===== src/hw/rtl/crg_pkg.sv =====
// shared types and constants for the camera ray generator
package crg_pkg;

    localparam int unsigned NORM_BITS = 28;
    localparam int unsigned SQ_BITS   = 2 * NORM_BITS + 2;
    localparam int unsigned ROOT_BITS = NORM_BITS + 1;
    localparam int unsigned Q_BITS    = 15;
    localparam int unsigned NUM_SQRT  = ROOT_BITS;
    localparam int unsigned NUM_DIV   = Q_BITS;

    localparam logic [2:0] REG_LOOK   = 3'd0;
    localparam logic [2:0] REG_RIGHT  = 3'd1;
    localparam logic [2:0] REG_UP     = 3'd2;
    localparam logic [2:0] REG_POS    = 3'd3;
    localparam logic [2:0] REG_WIDTH  = 3'd4;
    localparam logic [2:0] REG_HEIGHT = 3'd5;
    localparam logic [2:0] REG_DEPTH  = 3'd6;

    typedef struct packed {
        logic [47:0] look;
        logic [47:0] right;
        logic [47:0] up;
        logic [15:0] width;
        logic [15:0] height;
        logic [15:0] depth;
    } t_cfg;

    typedef struct packed {
        logic [2:0][NORM_BITS-1:0] mag;
        logic [2:0]                neg;
        logic                      degen;
        logic [SQ_BITS-1:0]        s;
        logic [ROOT_BITS-1:0]      root;
        logic [ROOT_BITS+1:0]      rem;
    } t_sq;

    typedef struct packed {
        logic [2:0][Q_BITS-1:0]    nlo;
        logic [2:0][ROOT_BITS+1:0] rem;
        logic [2:0][Q_BITS-1:0]    q;
        logic [ROOT_BITS:0]        dv;
        logic [2:0]                neg;
        logic                      degen;
    } t_dv;

endpackage


===== src/hw/rtl/crg_sqrt_cell.sv =====
// one root bit of the integer square root chain
module crg_sqrt_cell
    import crg_pkg::*;
(
    input  logic i_clk,
    input  logic i_rst_n,
    input  logic i_valid,
    output logic o_ready,
    input  t_sq  i_d,
    output logic o_valid,
    input  logic i_ready,
    output t_sq  o_d
);

    logic r_v;
    t_sq  r_d, n_d;

    assign o_ready = ~r_v | i_ready;
    assign o_valid = r_v;
    assign o_d     = r_d;

    always_comb begin
        logic [ROOT_BITS+1:0] t, trial;
        n_d   = i_d;
        t     = {i_d.rem[ROOT_BITS-1:0], i_d.s[SQ_BITS-1 -: 2]};
        trial = (ROOT_BITS+2)'({i_d.root, 2'b01});
        n_d.s = i_d.s << 2;
        if (t >= trial) begin
            n_d.rem  = t - trial;
            n_d.root = {i_d.root[ROOT_BITS-2:0], 1'b1};
        end else begin
            n_d.rem  = t;
            n_d.root = {i_d.root[ROOT_BITS-2:0], 1'b0};
        end
    end

    always_ff @(posedge i_clk) begin
        if (!i_rst_n) begin
            r_v <= 1'b0;
        end else if (o_ready) begin
            r_v <= i_valid;
        end
    end

    always_ff @(posedge i_clk) begin
        if (o_ready && i_valid) begin
            r_d <= n_d;
        end
    end

endmodule


===== config.mk =====
export PLATFORM = sky130hd
export DESIGN_NAME = crg_sqrt_cell
export DESIGN_NICKNAME = d
export VERILOG_FILES = /design/src/hw/rtl/crg_pkg.sv /design/src/hw/rtl/crg_sqrt_cell.sv
export SDC_FILE = /design/constraint.sdc
export NUM_CORES = 1
export LEC_CHECK = 0
export ABC_CLOCK_PERIOD_IN_PS = 9200
export BUFFER_PORTS_ARGS = -buffer_cell sky130_fd_sc_hd__buf_4
export CORE_AREA = 2 2 162 164
export CTS_BUF_LIST = sky130_fd_sc_hd__clkbuf_4 sky130_fd_sc_hd__clkbuf_8
export DETAILED_ROUTE_END_ITERATION = 12
export DIE_AREA = 0 0 164 166
export PLACE_DENSITY = 0.67
export SLEW_MARGIN = 30
export SYNTH_ARGS = -nofsm -noshare
export SYNTH_HDL_FRONTEND = slang
export SYNTH_SLANG_ARGS = --single-unit

===== constraint.sdc =====
create_clock -name i_clk -period 9.2 [get_ports i_clk]
set_input_delay 1.84 -clock i_clk [delete_from_list [all_inputs] [get_ports i_clk]]
set_output_delay 1.84 -clock i_clk [all_outputs]
set_load 0.01 [all_outputs]

Word level (Yosys, flattened, before mapping)

Index checks and enable logic that the tools add are counted.

Add/sub/neg operators: 1
$lt $le $gt $ge: 1
Muxes and demuxes: 1
Bitwise gates (word level): 2
Reduce and logical (&&, ||, !) cells: 1

Operators with widths:

| kind                               | count |
|---|---|
| 32-bit two-way mux                 | 1 |
| 31-bit greater-or-equal comparator | 1 |
| 31-bit subtractor                  | 1 |
| 1-bit logical AND                  | 1 |
| 1-bit inverter                     | 1 |
| 1-bit OR                           | 1 |

Register bits: 205
Bits of input ports: 210
Word-level logic and storage cells: 15

Depth between registers and ports, before layout

Depth after elaboration: 3
Mapped depth: 13

Least setup slack after synthesis

Ideal clock, no wire load.

Path kind: input-to-reg
From: in i_ready
To: reg r_d (netlist bit o_d[0]) (enable)
Arrival: 6.704 ns
Data required time: 8.610 ns
Path slack: 1.905 ns
Stages on the path: 2
Buffers on the path: 0
Cell sequence: nand2b_1 -> and2_1

Word-level cells in the longest chain between the ends: 2

Ends and longest elaborated chain:

| item                 | line                | source |
|---|---|---|
| start, declared      | crg_sqrt_cell.sv:11 | `input logic i_ready,` |
| 1-bit OR             | crg_sqrt_cell.sv:18 | `assign o_ready = ~r_v \| i_ready;` |
| 1-bit logical AND    | crg_sqrt_cell.sv:46 | `if (o_ready && i_valid) begin` |
| end signal, assigned | crg_sqrt_cell.sv:47 | `r_d <= n_d;` |
| end, declared        | crg_sqrt_cell.sv:16 | `t_sq r_d, n_d;` |

No other way between the ends.
A chain may end at the register's enable or synchronous reset.

==> flow_metrics.tcl <==
set metrics [dict create \
    crit_type "primary input to flip-flop" \
    finalHoldViolCount 0 \
    setup_tns_ns 0 \
    die_h_um 166 \
    crit_start "i_d[19]" \
    worstPathArrival_ns 4.67 \
    die_area_um2 27200 \
    cts.hold.buffers_added 0 \
    wl_per_cell_um 20.5 \
    grt_max_degree 61 \
    synthTopCellsByArea "edfxtp_1 74%, ha_1 4.7%, a21oi_1 2.2%" \
    leakagePower_uw 0.00536 \
    crit_chain "buf_4 > ha_1 > a2111oi_4 > o211ai_1 > a31o_1 > a2111o_1 > nand3b_1 > and2_4 > inv_2 > nor2_1 > a21oi_1" \
    core-area_um2 25600 \
    ys_ff_latch 205 \
    fillerInstances 2345 \
    synth_compound_area_frac 0.0904 \
    post-route-min-period_ns 4.45 \
    placed_area_um2 11800 \
    timing.final.ws_setup_ns 4.75 \
    r2r_start "o_valid$_SDFFE_PN0N_" \
    cp_max_fo 31 \
    worstSetupEndpointType "flip-flop" \
    grt_pass1_vias 6442 \
    cts_resized 0 \
    status "complete, no violations" \
    rsz0062_at_grt "no" \
    syn_area_per_cell_um2 15.3 \
    cpMaxStageDelayCell "a2111oi_4" \
    finalSetupViolCount 0 \
    drv_slew 0 \
    synth_common_cells "204 x edfxtp_1, 40 x nand2_1, 39 x inv_1" \
    irDropWorstVdd_v 0.000121 \
    cp.required_ns 9.42 \
    whs_ns 0.610 \
    synth_sequential_area_ratio 0.740 \
    syn-cell-area_um2 8300 \
    viasPerCell 4.62 \
    globalRoute.totalOverflow 0 \
    max_freq_mhz 225 \
    drv_cap 0 \
    synthSimpleGateAreaFrac 0.0636 \
    drive_gt1_frac 0.475 \
    synth_most_common_cell "edfxtp_1" \
    yosys_warnings 0 \
    async_reset_ff_frac 0 \
    die_w_um 164 \
    synth_cell_types 53 \
    clk_pin_slew_ns 0.06 \
    synthMuxAreaShare 0 \
    fin_crit_sh 0.484 \
    start_util 0.324 \
    port_buffers 413 \
    synth_edf_count 204 \
    yosysTopAreaCell "edfxtp_1" \
    p_per_area_nw_per_um2 184 \
    cts_buffers 37 \
    synthXorXnorAreaFrac 0.0285 \
    design_area_um2 12400 \
    htree_levels 2 \
    pre_cts_slack_ns 4.19 \
    track_usage 0.193 \
    clock_path_buffers 3 \
    gp_congestion 0.856 \
    antenna_found_initial 2 \
    clock-root-buffer "clkbuf_8" \
    clock-skew-final_ns 0.0100 \
    hpwl_um 21200 \
    hp-class "flip-flop to flip-flop" \
    cts_tree "built" \
    placed_cells 1281 \
    fp-row-count 59 \
    nNetsFinal 1226 \
    clk_latency_ns 0.51 \
    cts_setup_buffers 0 \
    worstHoldStart "o_valid$_SDFFE_PN0N_" \
    synth_top_family_by_area "compound AO/OA/AOI/OAI gates" \
    routed_wl_um 27500 \
    synthAdderAreaFrac 0.0467 \
    vias 6191 \
    post-route-drc-count 0 \
    synthDominantCellAreaShare 0.738 \
    cts.sinks 205 \
    drt_first_pass_iters 5 \
    start_kind "primary input" \
    tightest_slew_ns 0.821 \
    area_delta_synth_final_pct 49.2 \
    slew_headroom 0.453 \
    final_cells 1340 \
    io_pins 418 \
    max_stage_delay_ns 0.43 \
    ys_dominant_reg_cell "edfxtp_1" \
    grt_pass1_wl_um 39200 \
    postRouteAntennaNets 0 \
    drt-initial-drc-count 366 \
    synth_cells 543 \
]
## sequential cells by signal, indices dropped and copies added (netlist names)
register  count
o_d         204
o_valid       1
## routing by layer
| layer | global-route usage | up-vias | wire length, um |
|---|---|---|---|
| met1 | 0.203 | 2908 | 9570 |
| li1 | - | 2924 | - |
| met4 | 0.0908 | 0 | 1240 |
| met5 | 0 | - | 0 |
| met3 | 0.0922 | 55 | 3480 |
| met2 | 0.324 | 304 | 13200 |
## placed cells by master (no fill, tap or decap), types with 5 or more instances in the layout
cell      synthesis  final
a21o_1           14     14
a21oi_1          37     37
buf_4             3    416
clkbuf_4          0     10
clkbuf_8          0     37
clkinv_1          0      6
edfxtp_1        204    204
ha_1             31     31
inv_1            39     39
nand2_1          40     40
nand2b_1          5      5
nand3_1           8      8
nand4_1           7      7
nor2_1           27     27
o21ai_0          28     28
xnor2_1          15     15
xor2_1           12     12
## power by group
part           total (uW)  switching (uW)  internal, uW  leakage, uW
Clock                 769             359           410     0.000330
Sequential           1130            17.4          1110      0.00198
Combinational         387             200           187      0.00305
Total                2280             576          1700      0.00536
## worst paths after layout
| kind | to | slack (ns) | cells after the start |
|---|---|---|---|
| max | o_d[15]$_DFFE_PP_ | 4.75 | 11 |
| min | o_valid$_SDFFE_PN0N_ | 0.61 | 2 |
| max reg2reg | o_d[42]$_DFFE_PP_ | 6.37 | 4 |
| min reg2reg | o_valid$_SDFFE_PN0N_ | 0.61 | 2 |
## cell type report
class                      instances  area [um^2]  share of cell area
clock buffer                      47          584              0.0472
timing repair buffer             416         3120               0.252
antenna                            2         5.00            0.000404
multi-input combinational        285         1910               0.154
tap                              335          419              0.0338
sequential                       205         6150               0.496
clock inverter                    10         47.5             0.00384
inverter                          40          150              0.0121
## worst max-delay path: cells and delay by family
kind                     cells  cell delay, ns
AO/OA/AOI/OAI                5            1.29
AND/OR/NAND/NOR              3            0.67
buffers and inverters        2            0.45
adder cells (fa/ha/maj)      1            0.42
## through the flow
stage                     total power (uW)  utilization
after floorplan                       1330            -
after global placement                1530        0.459
after detailed placement              1530        0.459
after CTS                             2320        0.483
after global routing                  2390        0.483
final                                 2280        0.484
## logic make-up (layout without fill, tap and decap cells)
group,Yosys count,after routing
adders and majority gates,31,31
and+or+nand+nor,111,111
DFF,205,205
AOI/OAI and AO/OA,114,114
xor gates and xnor gates,27,27
other,1,4
buffers and inverters,54,513
Note: power is estimated with default switching activity, not from simulation.
