### src/hw/rtl/crg_pkg.sv
// shared types and constants for the camera ray generator
package crg_pkg;

    localparam int unsigned NORM_BITS = 28;
    localparam int unsigned SQ_BITS   = 2 * NORM_BITS + 2;
    localparam int unsigned ROOT_BITS = NORM_BITS + 1;
    localparam int unsigned Q_BITS    = 15;
    localparam int unsigned NUM_SQRT  = ROOT_BITS;
    localparam int unsigned NUM_DIV   = Q_BITS;

    localparam logic [2:0] REG_LOOK   = 3'd0;
    localparam logic [2:0] REG_RIGHT  = 3'd1;
    localparam logic [2:0] REG_UP     = 3'd2;
    localparam logic [2:0] REG_POS    = 3'd3;
    localparam logic [2:0] REG_WIDTH  = 3'd4;
    localparam logic [2:0] REG_HEIGHT = 3'd5;
    localparam logic [2:0] REG_DEPTH  = 3'd6;

    typedef struct packed {
        logic [47:0] look;
        logic [47:0] right;
        logic [47:0] up;
        logic [15:0] width;
        logic [15:0] height;
        logic [15:0] depth;
    } t_cfg;

    typedef struct packed {
        logic [2:0][NORM_BITS-1:0] mag;
        logic [2:0]                neg;
        logic                      degen;
        logic [SQ_BITS-1:0]        s;
        logic [ROOT_BITS-1:0]      root;
        logic [ROOT_BITS+1:0]      rem;
    } t_sq;

    typedef struct packed {
        logic [2:0][Q_BITS-1:0]    nlo;
        logic [2:0][ROOT_BITS+1:0] rem;
        logic [2:0][Q_BITS-1:0]    q;
        logic [ROOT_BITS:0]        dv;
        logic [2:0]                neg;
        logic                      degen;
    } t_dv;

endpackage

### src/hw/rtl/crg_div_cell.sv
// one quotient bit for all three components
module crg_div_cell
    import crg_pkg::*;
(
    input  logic i_clk,
    input  logic i_rst_n,
    input  logic i_valid,
    output logic o_ready,
    input  t_dv  i_d,
    output logic o_valid,
    input  logic i_ready,
    output t_dv  o_d
);

    logic r_v;
    t_dv  r_d, n_d;

    assign o_ready = ~r_v | i_ready;
    assign o_valid = r_v;
    assign o_d     = r_d;

    always_comb begin
        logic [ROOT_BITS+1:0] t, dve;
        n_d = i_d;
        dve = (ROOT_BITS+2)'(i_d.dv);
        for (int i = 0; i < 3; i++) begin
            t = {i_d.rem[i][ROOT_BITS:0], i_d.nlo[i][Q_BITS-1]};
            n_d.nlo[i] = i_d.nlo[i] << 1;
            if (t >= dve) begin
                n_d.rem[i] = t - dve;
                n_d.q[i]   = {i_d.q[i][Q_BITS-2:0], 1'b1};
            end else begin
                n_d.rem[i] = t;
                n_d.q[i]   = {i_d.q[i][Q_BITS-2:0], 1'b0};
            end
        end
    end

    always_ff @(posedge i_clk) begin
        if (!i_rst_n) begin
            r_v <= 1'b0;
        end else if (o_ready) begin
            r_v <= i_valid;
        end
    end

    always_ff @(posedge i_clk) begin
        if (o_ready && i_valid) begin
            r_d <= n_d;
        end
    end

endmodule

### config.mk
export PLATFORM = sky130hd
export DESIGN_NAME = crg_div_cell
export DESIGN_NICKNAME = d
export VERILOG_FILES = /design/src/hw/rtl/crg_pkg.sv /design/src/hw/rtl/crg_div_cell.sv
export SDC_FILE = /design/constraint.sdc
export NUM_CORES = 1
export LEC_CHECK = 0
export ABC_AREA = 0
export BUFFER_PORTS_ARGS = -buffer_cell sky130_fd_sc_hd__buf_2
export CAP_MARGIN = 30
export CELL_PAD_IN_SITES_DETAIL_PLACEMENT = 1
export CELL_PAD_IN_SITES_GLOBAL_PLACEMENT = 2
export CORE_ASPECT_RATIO = 0.5
export CORE_MARGIN = 3
export CORE_UTILIZATION = 28
export DETAILED_ROUTE_END_ITERATION = 8
export HOLD_SLACK_MARGIN = 0.15
export PLACE_DENSITY = 0.74
export REMOVE_ABC_BUFFERS = 1
export SKIP_LAST_GASP = 1
export SYNTH_ARGS = -nofsm -noshare
export SYNTH_HDL_FRONTEND = slang
export SYNTH_SLANG_ARGS = --single-unit
### constraint.sdc
create_clock -name i_clk -period 5.5 [get_ports i_clk]
set_input_delay 0.275 -clock i_clk [delete_from_list [all_inputs] [get_ports i_clk]]
set_output_delay 0.275 -clock i_clk [all_outputs]
set_load 0.005 [all_outputs]
== Word level (Yosys, flattened, before mapping) ==
Index checks and enable logic that the tools add are counted.

* Register bits after elaboration: 215
* Output and inout bits: 219
* Logic and storage cells: 28

* Order comparisons: 3
* Bitwise gates (word level): 2
* Mux-type cells: 6
* Reduce and logical (&&, ||, !) cells: 1
* Add/subtract/negate cells: 3

{| class="wikitable"
|+ Operators with widths
! kind !! count
|-
| $ge A31 B30 Y1 || 3
|-
| $mux W31 || 3
|-
| $sub A31 B30 Y31 || 3
|-
| $mux W1 || 3
|-
| $logic_and A1 B1 Y1 || 1
|-
| $not A1 Y1 || 1
|-
| $or A1 B1 Y1 || 1
|}

== Depth between registers and ports, before layout ==
Gate-level depths: netlist of run 1.

* Depth after elaboration: 3
* Gate-level depth with buffers: 14

== Worst setup path after synthesis of run 1 ==
Ideal clock, no wire load.

* Kind: register to register
* Start: reg r_v, in the netlist o_valid
* End: reg r_d, in the netlist o_d[0], enable pin
* Slack: -415 ps
* Required time: 4899 ps
* Data arrival time: 5313 ps
* Setup time: 601 ps
* Stages on the path, launching flop included: 3
* Cells stage by stage: dfxtp_1 nand2b_1 and2_1

* Longest elaborated chain between the ends: 3

{| class="wikitable"
|+ RTL lines
! element !! line !! RTL
|-
| from (decl) || crg_div_cell.sv:15 || <nowiki>logic r_v;</nowiki>
|-
| from (signal assigned) || crg_div_cell.sv:43 || <nowiki>r_v <= i_valid;</nowiki>
|-
| $not A1 Y1 || crg_div_cell.sv:18 || <nowiki>assign o_ready = ~r_v | i_ready;</nowiki>
|-
| $or A1 B1 Y1 || crg_div_cell.sv:18 ||
|-
| via o_ready || crg_div_cell.sv:8 || <nowiki>output logic o_ready,</nowiki>
|-
| $logic_and A1 B1 Y1 || crg_div_cell.sv:48 || <nowiki>if (o_ready && i_valid) begin</nowiki>
|-
| to (signal assigned) || crg_div_cell.sv:49 || <nowiki>r_d <= n_d;</nowiki>
|-
| to (decl) || crg_div_cell.sv:16 || <nowiki>t_dv r_d, n_d;</nowiki>
|}

The timed path passes the listed nets, and every way through them passes these cells.
A chain may end at the register's enable or synchronous reset.

==> impl_metrics.env, run 1 <==
export IMPL_hpwlAfterDp_mm=36.7
export IMPL_hold_ws_ns=0.187
export IMPL_max_stage_delay_ns=0.53
export IMPL_final_layout_size_suffix_gt1_frac=0.289
export IMPL_die_area_um2=47400
export IMPL_leakagePower_nw=7.82
export IMPL_insertion_delay_ns=0.55
export IMPL_cp_start_kind="primary input"
export IMPL_cts_root_buf="clkbuf_16"
export IMPL_slew_viol_final=0
export IMPL_timing_rr_start="o_valid$_SDFFE_PN0N_"
export IMPL_crit_chain="dlygate4sd3_1, buf_2, inv_1, ha_1, a21oi_1, o21ai_0, or3b_1, a311oi_1, nor4b_2, o21ai_1, o2bb2ai_4, buf_4, mux2_2"
export IMPL_dr_max_layer_used="met4"
export IMPL_worstRegToRegCells=3
export IMPL_vias_per_cell=4.75
export IMPL_crit_path_end_kind="flop"
export IMPL_met1_length_mm=20.5
export IMPL_clk_pin_slew_ns=0.06
export IMPL_antenna_found_initial=3
export IMPL_p_total_mw=5.03
export IMPL_synthTopCellsByCount="edfxtp_1, a21oi_1, nand2_1"
export IMPL_async_reset_ff_frac=0
export IMPL_dpl_cell_area_um2=15300
export IMPL_slew_headroom=0.334
export IMPL_syn_inst=1136
export IMPL_worstMarginPinSlew_ns=0.999
export IMPL_critPathRequiredTime_ns=5.80
export IMPL_setup_viol=0
export IMPL_grt_pass1_wl_mm=72.4
export IMPL_finalHoldViolations=0
export IMPL_cts_made_buffers=25
export IMPL_crit_start="i_d[20]"
export IMPL_syn_to_final_growth_pct=45.5
export IMPL_grtUsageTotal=0.196
export IMPL_yosysMostFrequentCell="edfxtp_1"
export IMPL_grt_max_degree=108
export IMPL_drt_total_wl_mm=48.3
export IMPL_place_congestion=0.839
export IMPL_path_max_fanout=45
export IMPL_core_area_um2=43800
export IMPL_path_class="in -> reg"
export IMPL_yosys_top_cells_area="edfxtp_1, ha_1, a21oi_1"
export IMPL_synth_top_area_share=0.514
export IMPL_cts_tree="built"
export IMPL_outcome="complete, no violations"
export IMPL_htreeDepth=1
export IMPL_die_x_um=305
export IMPL_synth_edf_count=214
export IMPL_first_pass_iters=5
export IMPL_crit_buf_inv=4
export IMPL_cp_top_family="compound AO/OA/AOI/OAI gates"
export IMPL_design_area_um2=18200
export IMPL_portBuffers=430
export IMPL_period_share=0.748
export IMPL_initial_core_util=0.285
export IMPL_max_freq_mhz=243
export IMPL_ys_ff_latch=215
export IMPL_r2r_setup_slack_ns=3.21
export IMPL_synth_top_cell_by_area="edfxtp_1"
export IMPL_grt_pass1_vias=11900
export IMPL_crit_path_end="o_d[123]$_DFFE_PP_"
export IMPL_syn_area_per_cell_um2=11.0
export IMPL_yosysWarnings=0
export IMPL_wl_met3_mm=1.57
export IMPL_drc_errors=0
export IMPL_die_y_um=155
export IMPL_antenna_left=0
export IMPL_yosysSeqAreaShare=0.516
export IMPL_cp_slowest_cell="dlygate4sd3_1"
export IMPL_rows=54
export IMPL_via_count=11300
export IMPL_maxCapViolCount=0
export IMPL_cts_setup_buffers=0
export IMPL_rsz0062_at_grt="no"
export IMPL_drt_iter0_markers=632
export IMPL_synth_main_ff_cell="edfxtp_1"
export IMPL_syn_area_um2=12500
export IMPL_ys_types=77
export IMPL_cp_depth=13
export IMPL_nets=2087
export IMPL_io_pins=440
export IMPL_wl_per_cell_um=20.3
export IMPL_cp_data_arrival_time_ns=4.41
export IMPL_cts_buffer_depth=3
export IMPL_period_minus_slack_ns=4.11
export IMPL_grt_overflow=0
export IMPL_finalClockSkew_ns=0.0136
export IMPL_dr_wl_met2_mm=25.0
export IMPL_clkSinkCount=215
export IMPL_peakVddDrop_uv=184
export IMPL_fin_tns_setup_ns=0
export IMPL_timing_rr_end="o_d[148]$_DFFE_PP_"
export IMPL_hold_path_class="in -> reg"
export IMPL_power_density_nw_per_um2=276
state kept, by name (all words and copies together), names as in the netlist:
signal   flops
o_d        214
o_valid      1
worst min-delay path by stage:
stage | start | endpoint | slack, ns | cells after the start
floorplan | i_d[0] | o_d[0]$_DFFE_PP_ | 0.37 | 0
global route | i_d[170] | o_d[171]$_DFFE_PP_ | 0.17 | 2
detailed placement | i_d[58] | o_d[59]$_DFFE_PP_ | 0.45 | 1
CTS | i_d[170] | o_d[171]$_DFFE_PP_ | 0.16 | 2
finish | i_d[170] | o_d[171]$_DFFE_PP_ | 0.19 | 2
global placement | i_d[45] | o_d[46]$_DFFE_PP_ | 0.45 | 1
power by group:
part,internal [mW],switching [mW]
Clock,0.977,0.734
Combinational,0.568,0.703
Sequential,2.00,0.0407
Total,3.55,1.48
cell type report:
type                            count  area, um^2
Clock inverter                     17         173
Antenna cell                        2        5.00
Sequential cell                   215        6450
Timing Repair Buffer              645        4310
Multi-Input combinational cell    830        5680
Inverter                           56         210
Clock buffer                       28         637
Fill cell                        5013       25700
Tap cell                          588         736
repair_timing:
item | in CTS | in global routing
resized for setup | 0 | 0
endpoints found under the hold margin | 210 | 0
endpoints found under the setup margin | 0 | 0
hold buffers | 211 | 0
through the flow:
step / setup slack, ns / utilization / cells
global route: 1.16 / 0.415 / 2381
global placement: 1.44 / 0.348 / 2123
CTS: 1.47 / 0.415 / 2379
floorplan: -0.415 / - / 1101
detailed placement: 1.47 / 0.348 / 2123
finish: 1.39 / 0.415 / 2381
metal layers:
metal | track usage | up-vias
met1 | 0.245 | 5539
met3 | 0.0208 | 58
met5 | 0 | -
li1 | - | 5521
met2 | 0.362 | 181
met4 | 0.0493 | 0
cells in the final DEF, fill, tap and decap left out, types with 8 or more instances in the layout:
master,count
dlygate4sd3_1,211
xnor2_1,36
a21o_1,40
o21ai_1,8
nor2_1,77
ha_1,90
buf_2,430
o31ai_1,8
inv_1,56
edfxtp_1,214
nand2_1,101
a21oi_1,108
o21a_1,14
mux2_2,12
a211oi_1,10
nand2b_1,14
clkbuf_16,25
xor2_1,36
o21ai_0,90
nand4_1,11
o21bai_1,11
nor3_1,17
nand3_1,22
cells by family (layout without fill, tap and decap cells):
group | Yosys count | count (layout) | synth area share
mux | 19 | 19 | 0.0164
simple gates | 290 | 290 | 0.110
flops | 215 | 215 | 0.516
xor+xnor | 72 | 72 | 0.0504
other cells | 1 | 5 | 0.000300
fa+ha+maj | 93 | 93 | 0.0949
compound gates | 353 | 353 | 0.179
buf+inv | 93 | 746 | 0.0334
Note: power is estimated with default switching activity, not from simulation.
==> run 2: changes to the inputs <==
--- a/config.mk
+++ b/config.mk
@@ -12,10 +12,10 @@
 export CELL_PAD_IN_SITES_GLOBAL_PLACEMENT = 2
 export CORE_ASPECT_RATIO = 0.5
 export CORE_MARGIN = 3
-export CORE_UTILIZATION = 28
+export CORE_UTILIZATION = 31
 export DETAILED_ROUTE_END_ITERATION = 8
 export HOLD_SLACK_MARGIN = 0.15
-export PLACE_DENSITY = 0.74
+export PLACE_DENSITY = 0.78
 export REMOVE_ABC_BUFFERS = 1
 export SKIP_LAST_GASP = 1
 export SYNTH_ARGS = -nofsm -noshare
==> constraint.sdc (replaced) <==
create_clock -name i_clk -period 4 [get_ports i_clk]
set_input_delay 0.2 -clock i_clk [delete_from_list [all_inputs] [get_ports i_clk]]
set_output_delay 0.2 -clock i_clk [all_outputs]
set_load 0.005 [all_outputs]
==> run 2 against run 1 <==
  * Global-route usage rose by 2.3 points
  * Via count up 2.9%
  * Register-to-register slack worse by 1.1 ns
  * Critical endpoint is now o_d[113]$_DFFE_PP_
  * Highest routed layer unchanged
==> impl_metrics.env, run 2 (synthesized netlist as in run 1, its figures left out) <==
export IMPL_outcome="complete, no violations"
export IMPL_ctsResizeCount=0
export IMPL_slew_headroom=0.603
export IMPL_htreeDepth=1
export IMPL_fin_util=0.463
export IMPL_drt_total_wl_mm=48.8
export IMPL_cp_top_family="compound AO/OA/AOI/OAI gates"
export IMPL_rows=51
export IMPL_maxCapViolCount=0
export IMPL_crit_start="i_d[20]"
export IMPL_die_y_um=148
export IMPL_die_x_um=290
export IMPL_grt_pass1_vias=12400
export IMPL_place_congestion=0.887
export IMPL_insertion_delay_ns=0.56
export IMPL_nFillCells=4505
export IMPL_cts_root_buf="clkbuf_16"
export IMPL_cts_made_buffers=24
export IMPL_timing_rr_start="o_valid$_SDFFE_PN0N_"
export IMPL_finalClockSkew_ns=0.0227
export IMPL_nets=2094
export IMPL_drt_iter0_markers=583
export IMPL_cts_setup_buffers=0
export IMPL_clk_pin_slew_ns=0.07
export IMPL_io_pins=440
export IMPL_p_total_mw=6.91
export IMPL_period_share=0.880
export IMPL_cp_common_cell="o21ai_0"
export IMPL_design_area_um2=18200
export IMPL_dpl_cell_area_um2=15300
export IMPL_grt_overflow=0
export IMPL_max_stage_delay_ns=0.55
export IMPL_via_count=11600
export IMPL_antenna_found_initial=3
export IMPL_finalHoldViolations=0
export IMPL_wl_per_cell_um=20.9
export IMPL_cts_tree="built"
export IMPL_crit_chain="dlygate4sd3_1, buf_2, inv_1, ha_1, a21oi_1, o21ai_0, or3b_1, a311oi_1, nor4b_2, o21ai_1, o2bb2ai_4, buf_4, o21ai_0"
export IMPL_power_share_combinational=0.256
export IMPL_period_minus_slack_ns=3.52
export IMPL_regArea_um2=6450
export IMPL_cts_buffer_depth=3
export IMPL_syn_to_final_growth_pct=45.5
export IMPL_hpwlAfterDp_mm=36.5
export IMPL_peakVddDrop_uv=228
export IMPL_layout_common_cells="buf_2, edfxtp_1, dlygate4sd3_1"
export IMPL_die_area_um2=42900
export IMPL_pwr_share_seq=0.407
export IMPL_grt_pass1_wl_mm=73.9
export IMPL_switching_share=0.298
export IMPL_crit_path_end_kind="flop"
export IMPL_hold_path_class="in -> reg"
export IMPL_critPathRequiredTime_ns=4.29
export IMPL_clkSinkCount=215
export IMPL_vias_per_cell=4.99
export IMPL_setup_viol=0
export IMPL_switchingPower_mw=2.06
export IMPL_leakagePower_nw=7.85
export IMPL_drc_errors=0
export IMPL_min_from="i_valid"
export IMPL_final_common_cell="buf_2"
export IMPL_cp_start_kind="primary input"
export IMPL_first_pass_iters=5
export IMPL_crit_buf_inv=4
export IMPL_cp_data_arrival_time_ns=3.81
export IMPL_power_density_nw_per_um2=380
export IMPL_portBuffers=430
export IMPL_multi_input_area_um2=5680
export IMPL_cp_slowest_cell="dlygate4sd3_1"
export IMPL_max_freq_mhz=284
export IMPL_antenna_left=0
export IMPL_path_max_fanout=17
export IMPL_final_layout_size_suffix_gt1_frac=0.287
export IMPL_worstMarginPinSlew_ns=0.596
export IMPL_initial_core_util=0.318
export IMPL_largest_register_ffs=214
export IMPL_core_area_um2=39300
export IMPL_grt_max_degree=91
export IMPL_internal_power_mw=4.85
export IMPL_grtUsageTotal=0.218
export IMPL_rsz0062_at_grt="no"
export IMPL_pwr_share_clk=0.337
export IMPL_path_class="in -> reg"
export IMPL_slew_viol_final=0
-- run 2: cell types whose count changed in the layout (fill, tap and decap cells not counted), moves of 2 or more --
cell | previous run | this run
clkinvlp_4 | 3 | 1
clkinv_1 | 2 | 5
buf_12 | 1 | 3
buf_4 | 3 | 7
clkinv_2 | 7 | 2
dlygate4sd3_1 | 211 | 213
-- run 2: path summary, 6_finish.rpt --
check,end,slack [ns],depth (start not counted)
max,o_d[113]$_DFFE_PP_,0.48,13
min,o_d[70]$_DFFE_PP_,0.31,2
max reg2reg,o_d[154]$_DFFE_PP_,2.09,3
min reg2reg,o_d[70]$_DFFE_PP_,1.01,2
-- run 2: cell type report --
type / count / share of cell area
multi-input combinational: 830 / 0.312
clock buffer: 28 / 0.0338
sequential: 215 / 0.354
timing repair buffer: 653 / 0.242
tap: 530 / 0.0365
clock inverter: 15 / 0.00942
antenna: 3 / 0.000413
inverter: 56 / 0.0116
-- run 2: per-layer routing --
metal / GRT usage / wire [um] / share of wire / vias to the layer above
met5: 0 / 0 / 0 / -
met3: 0.0288 / 1380 / 0.028 / 73
met4: 0.0616 / 1350 / 0.028 / 0
met2: 0.406 / 25500 / 0.52 / 218
li1: - / - / - / 5545
met1: 0.265 / 20500 / 0.42 / 5787
-- run 2: worst register-to-register path: stages, from the launching register on --
cell and delay [ns]:
dfxtp_1 0.31, nand2b_1 0.12, and2_4 0.54, buf_12 0.48
-- run 2: repair_timing --
item,CTS,global route
endpoints found under the hold margin,212,0
hold buffers,213,0
setup endpoints to repair,0,0
-- run 2: through the flow --
step	TNS [ns]	cells	hold slack [ns]	setup slack (ns)
finish	0	2330	0.313	0.479
global route	0	2330	0.315	0.203
CTS	0	2327	0.301	0.534
detailed placement	0	2071	0.378	0.543
global placement	0	2071	0.378	0.611
floorplan	-415.66	1101	0.299	-1.91
-- run 2: power groups by stage --
stage          sequential, mW  combinational [mW]  clock (mW)
5_1_grt                  2.83                1.94        2.48
3_3_place_gp             2.85                1.54           0
3_5_place_dp             2.86                1.58           0
4_1_cts                  2.81                1.76        2.36
2_1_floorplan            2.91               0.881           0
6_report                 2.81                1.77        2.33
==> run 3: changes to the inputs <==
--- a/config.mk
+++ b/config.mk
@@ -14,8 +14,9 @@
 export CORE_MARGIN = 3
 export CORE_UTILIZATION = 31
 export DETAILED_ROUTE_END_ITERATION = 8
+export GPL_TIMING_DRIVEN = 0
 export HOLD_SLACK_MARGIN = 0.15
-export PLACE_DENSITY = 0.78
+export PLACE_DENSITY = 0.84
 export REMOVE_ABC_BUFFERS = 1
 export SKIP_LAST_GASP = 1
 export SYNTH_ARGS = -nofsm -noshare
==> run 3 against run 2 <==
  * Sequential share of layout area fell by 0.075 points
  * First-iteration DRC count rose by 6.7%
  * Sequential power barely moved
  * Non-clock buffer count fell by 4
  * Die area did not move
  * Final cell count fell by 0.13%
  * Setup slack got worse by 0.22 ns
  * Critical path type unchanged
==> impl_metrics.env, run 3 (synthesized netlist as in run 1, its figures left out) <==
export IMPL_grt_max_degree=73
export IMPL_grt_pass1_vias=12200
export IMPL_slew_headroom=0.577
export IMPL_period_minus_slack_ns=3.74
export IMPL_rsz0062_at_grt="no"
export IMPL_via_count=11600
export IMPL_setup_viol=0
export IMPL_first_pass_iters=5
export IMPL_cp_data_arrival_time_ns=4.03
export IMPL_cp_start_kind="primary input"
export IMPL_met1_length_mm=20.7
export IMPL_clkSinkCount=215
export IMPL_dr_max_layer_used="met4"
export IMPL_max_freq_mhz=267
export IMPL_crit_path_end_kind="flop"
export IMPL_power_density_nw_per_um2=373
export IMPL_rows=51
export IMPL_cts_tree="built"
export IMPL_drt_total_wl_mm=49.0
export IMPL_period_share=0.935
export IMPL_hold_path_class="in -> reg"
export IMPL_maxCapViolCount=0
export IMPL_die_x_um=290
export IMPL_io_pins=440
export IMPL_drc_errors=0
export IMPL_dr_wl_met2_mm=25.2
export IMPL_path_max_fanout=35
export IMPL_largest_register_ffs=214
export IMPL_final_common_cell="buf_2"
export IMPL_grtUsageTotal=0.218
export IMPL_setup_ws_ns=0.259
export IMPL_wl_met3_mm=1.50
export IMPL_place_congestion=0.859
export IMPL_insertion_delay_ns=0.55
export IMPL_syn_to_final_growth_pct=45.8
export IMPL_critPathRequiredTime_ns=4.29
export IMPL_grt_pass1_wl_mm=73.4
export IMPL_die_y_um=148
export IMPL_portBuffers=430
export IMPL_worstMarginPinSlew_ns=0.633
export IMPL_antenna_left=0
export IMPL_initial_core_util=0.318
export IMPL_htreeDepth=1
export IMPL_path_class="in -> reg"
export IMPL_leakagePower_nw=7.84
export IMPL_wl_per_cell_um=21.1
export IMPL_fin_util=0.464
export IMPL_cts_root_buf="clkbuf_16"
export IMPL_p_total_mw=6.80
export IMPL_nets=2091
export IMPL_layout_common_cells="buf_2, edfxtp_1, dlygate4sd3_1"
export IMPL_drt_iter0_markers=622
export IMPL_core_area_um2=39300
export IMPL_finalHoldViolations=0
export IMPL_vias_per_cell=4.96
export IMPL_cts_buffer_depth=3
export IMPL_peakVddDrop_uv=228
export IMPL_final_layout_size_suffix_gt1_frac=0.290
export IMPL_hpwlAfterDp_mm=36.2
export IMPL_dp_slack_ns=-0.00133
export IMPL_outcome="complete, no violations"
export IMPL_die_area_um2=42900
export IMPL_cts_made_buffers=24
export IMPL_finalClockSkew_ns=0.0172
export IMPL_slew_viol_final=0
export IMPL_clk_pin_slew_ns=0.07
export IMPL_grt_overflow=0
export IMPL_antenna_found_initial=2
[run 3: changes by cell type in the layout (fill, tap and decap cells not counted), moves of 2 or more]
cell / previous run / this run
buf_4: 7 / 0
clkbuf_8: 0 / 4
buf_16: 0 / 3
bufinv_16: 3 / 0
clkinv_1: 5 / 3
clkinv_2: 2 / 4
clkinv_4: 2 / 0
clkinvlp_4: 1 / 3
[run 3: power breakdown]
group	switching, mW	internal [mW]	leakage [nW]
Sequential	0.0567	2.75	2.08
Clock	1.01	1.19	0.366
Combinational	0.991	0.802	5.40
Total	2.06	4.74	7.84
[run 3: critical path: stages]
cell and delay, ns:
dlygate4sd3_1 0.53, buf_2 0.24, inv_1 0.18, ha_1 0.34, nor2b_1 0.15, o31a_1 0.31, o311ai_0 0.34, a211oi_1 0.17
nor2_1 0.27, o31ai_4 0.15, a31oi_4 0.50, buf_16 0.24, inv_1 0.11, mux2_2 0.29
[run 3: worst paths after layout]
check | to | slack (ns) | from | cells past startpoint
worst max-delay path | o_d[159]$_DFFE_PP_ | 0.26 | i_d[5] | 14
worst min-delay path | o_d[174]$_DFFE_PP_ | 0.37 | i_d[173] | 2
worst max register to register | o_d[39]$_DFFE_PP_ | 2.16 | o_valid$_SDFFE_PN0N_ | 4
worst min register to register | o_d[216]$_DFFE_PP_ | 0.91 | o_valid$_SDFFE_PN0N_ | 2
[run 3: cell type report]
class                           instances  area [um^2]
Tap cell                              530          663
Antenna cell                            2         5.00
Clock inverter                         13         90.1
Timing Repair Buffer                  649         4430
Inverter                               56          210
Clock buffer                           31          667
Sequential cell                       215         6450
Multi-Input combinational cell        831         5720
Fill cell                            4522        21100
[run 3: per-stage QoR]
stage | area [um^2] | hold slack, ns | setup TNS, ns | cells
detailed placement | 15300 | 0.378 | -0.00133 | 2066
global route | 18200 | 0.357 | 0 | 2327
floorplan | 12300 | 0.299 | -415.66 | 1101
finish | 18200 | 0.370 | 0 | 2327
CTS | 18200 | 0.337 | 0 | 2323
global placement | 15100 | 0.377 | -964.89 | 2061
[run 3: per-layer routing]
layer	vias to the layer above	GRT usage
li1	5531	-
met1	5672	0.268
met2	252	0.398
met3	96	0.0276
met4	0	0.0734
met5	-	0
[run 3: timing repair]
item | 4_1_cts | 5_1_grt
setup endpoints to repair | 0 | 12
resized for setup | 0 | 4
hold buffers | 213 | 0
buffers inserted | 0 | 0
hold endpoints to repair | 212 | 0
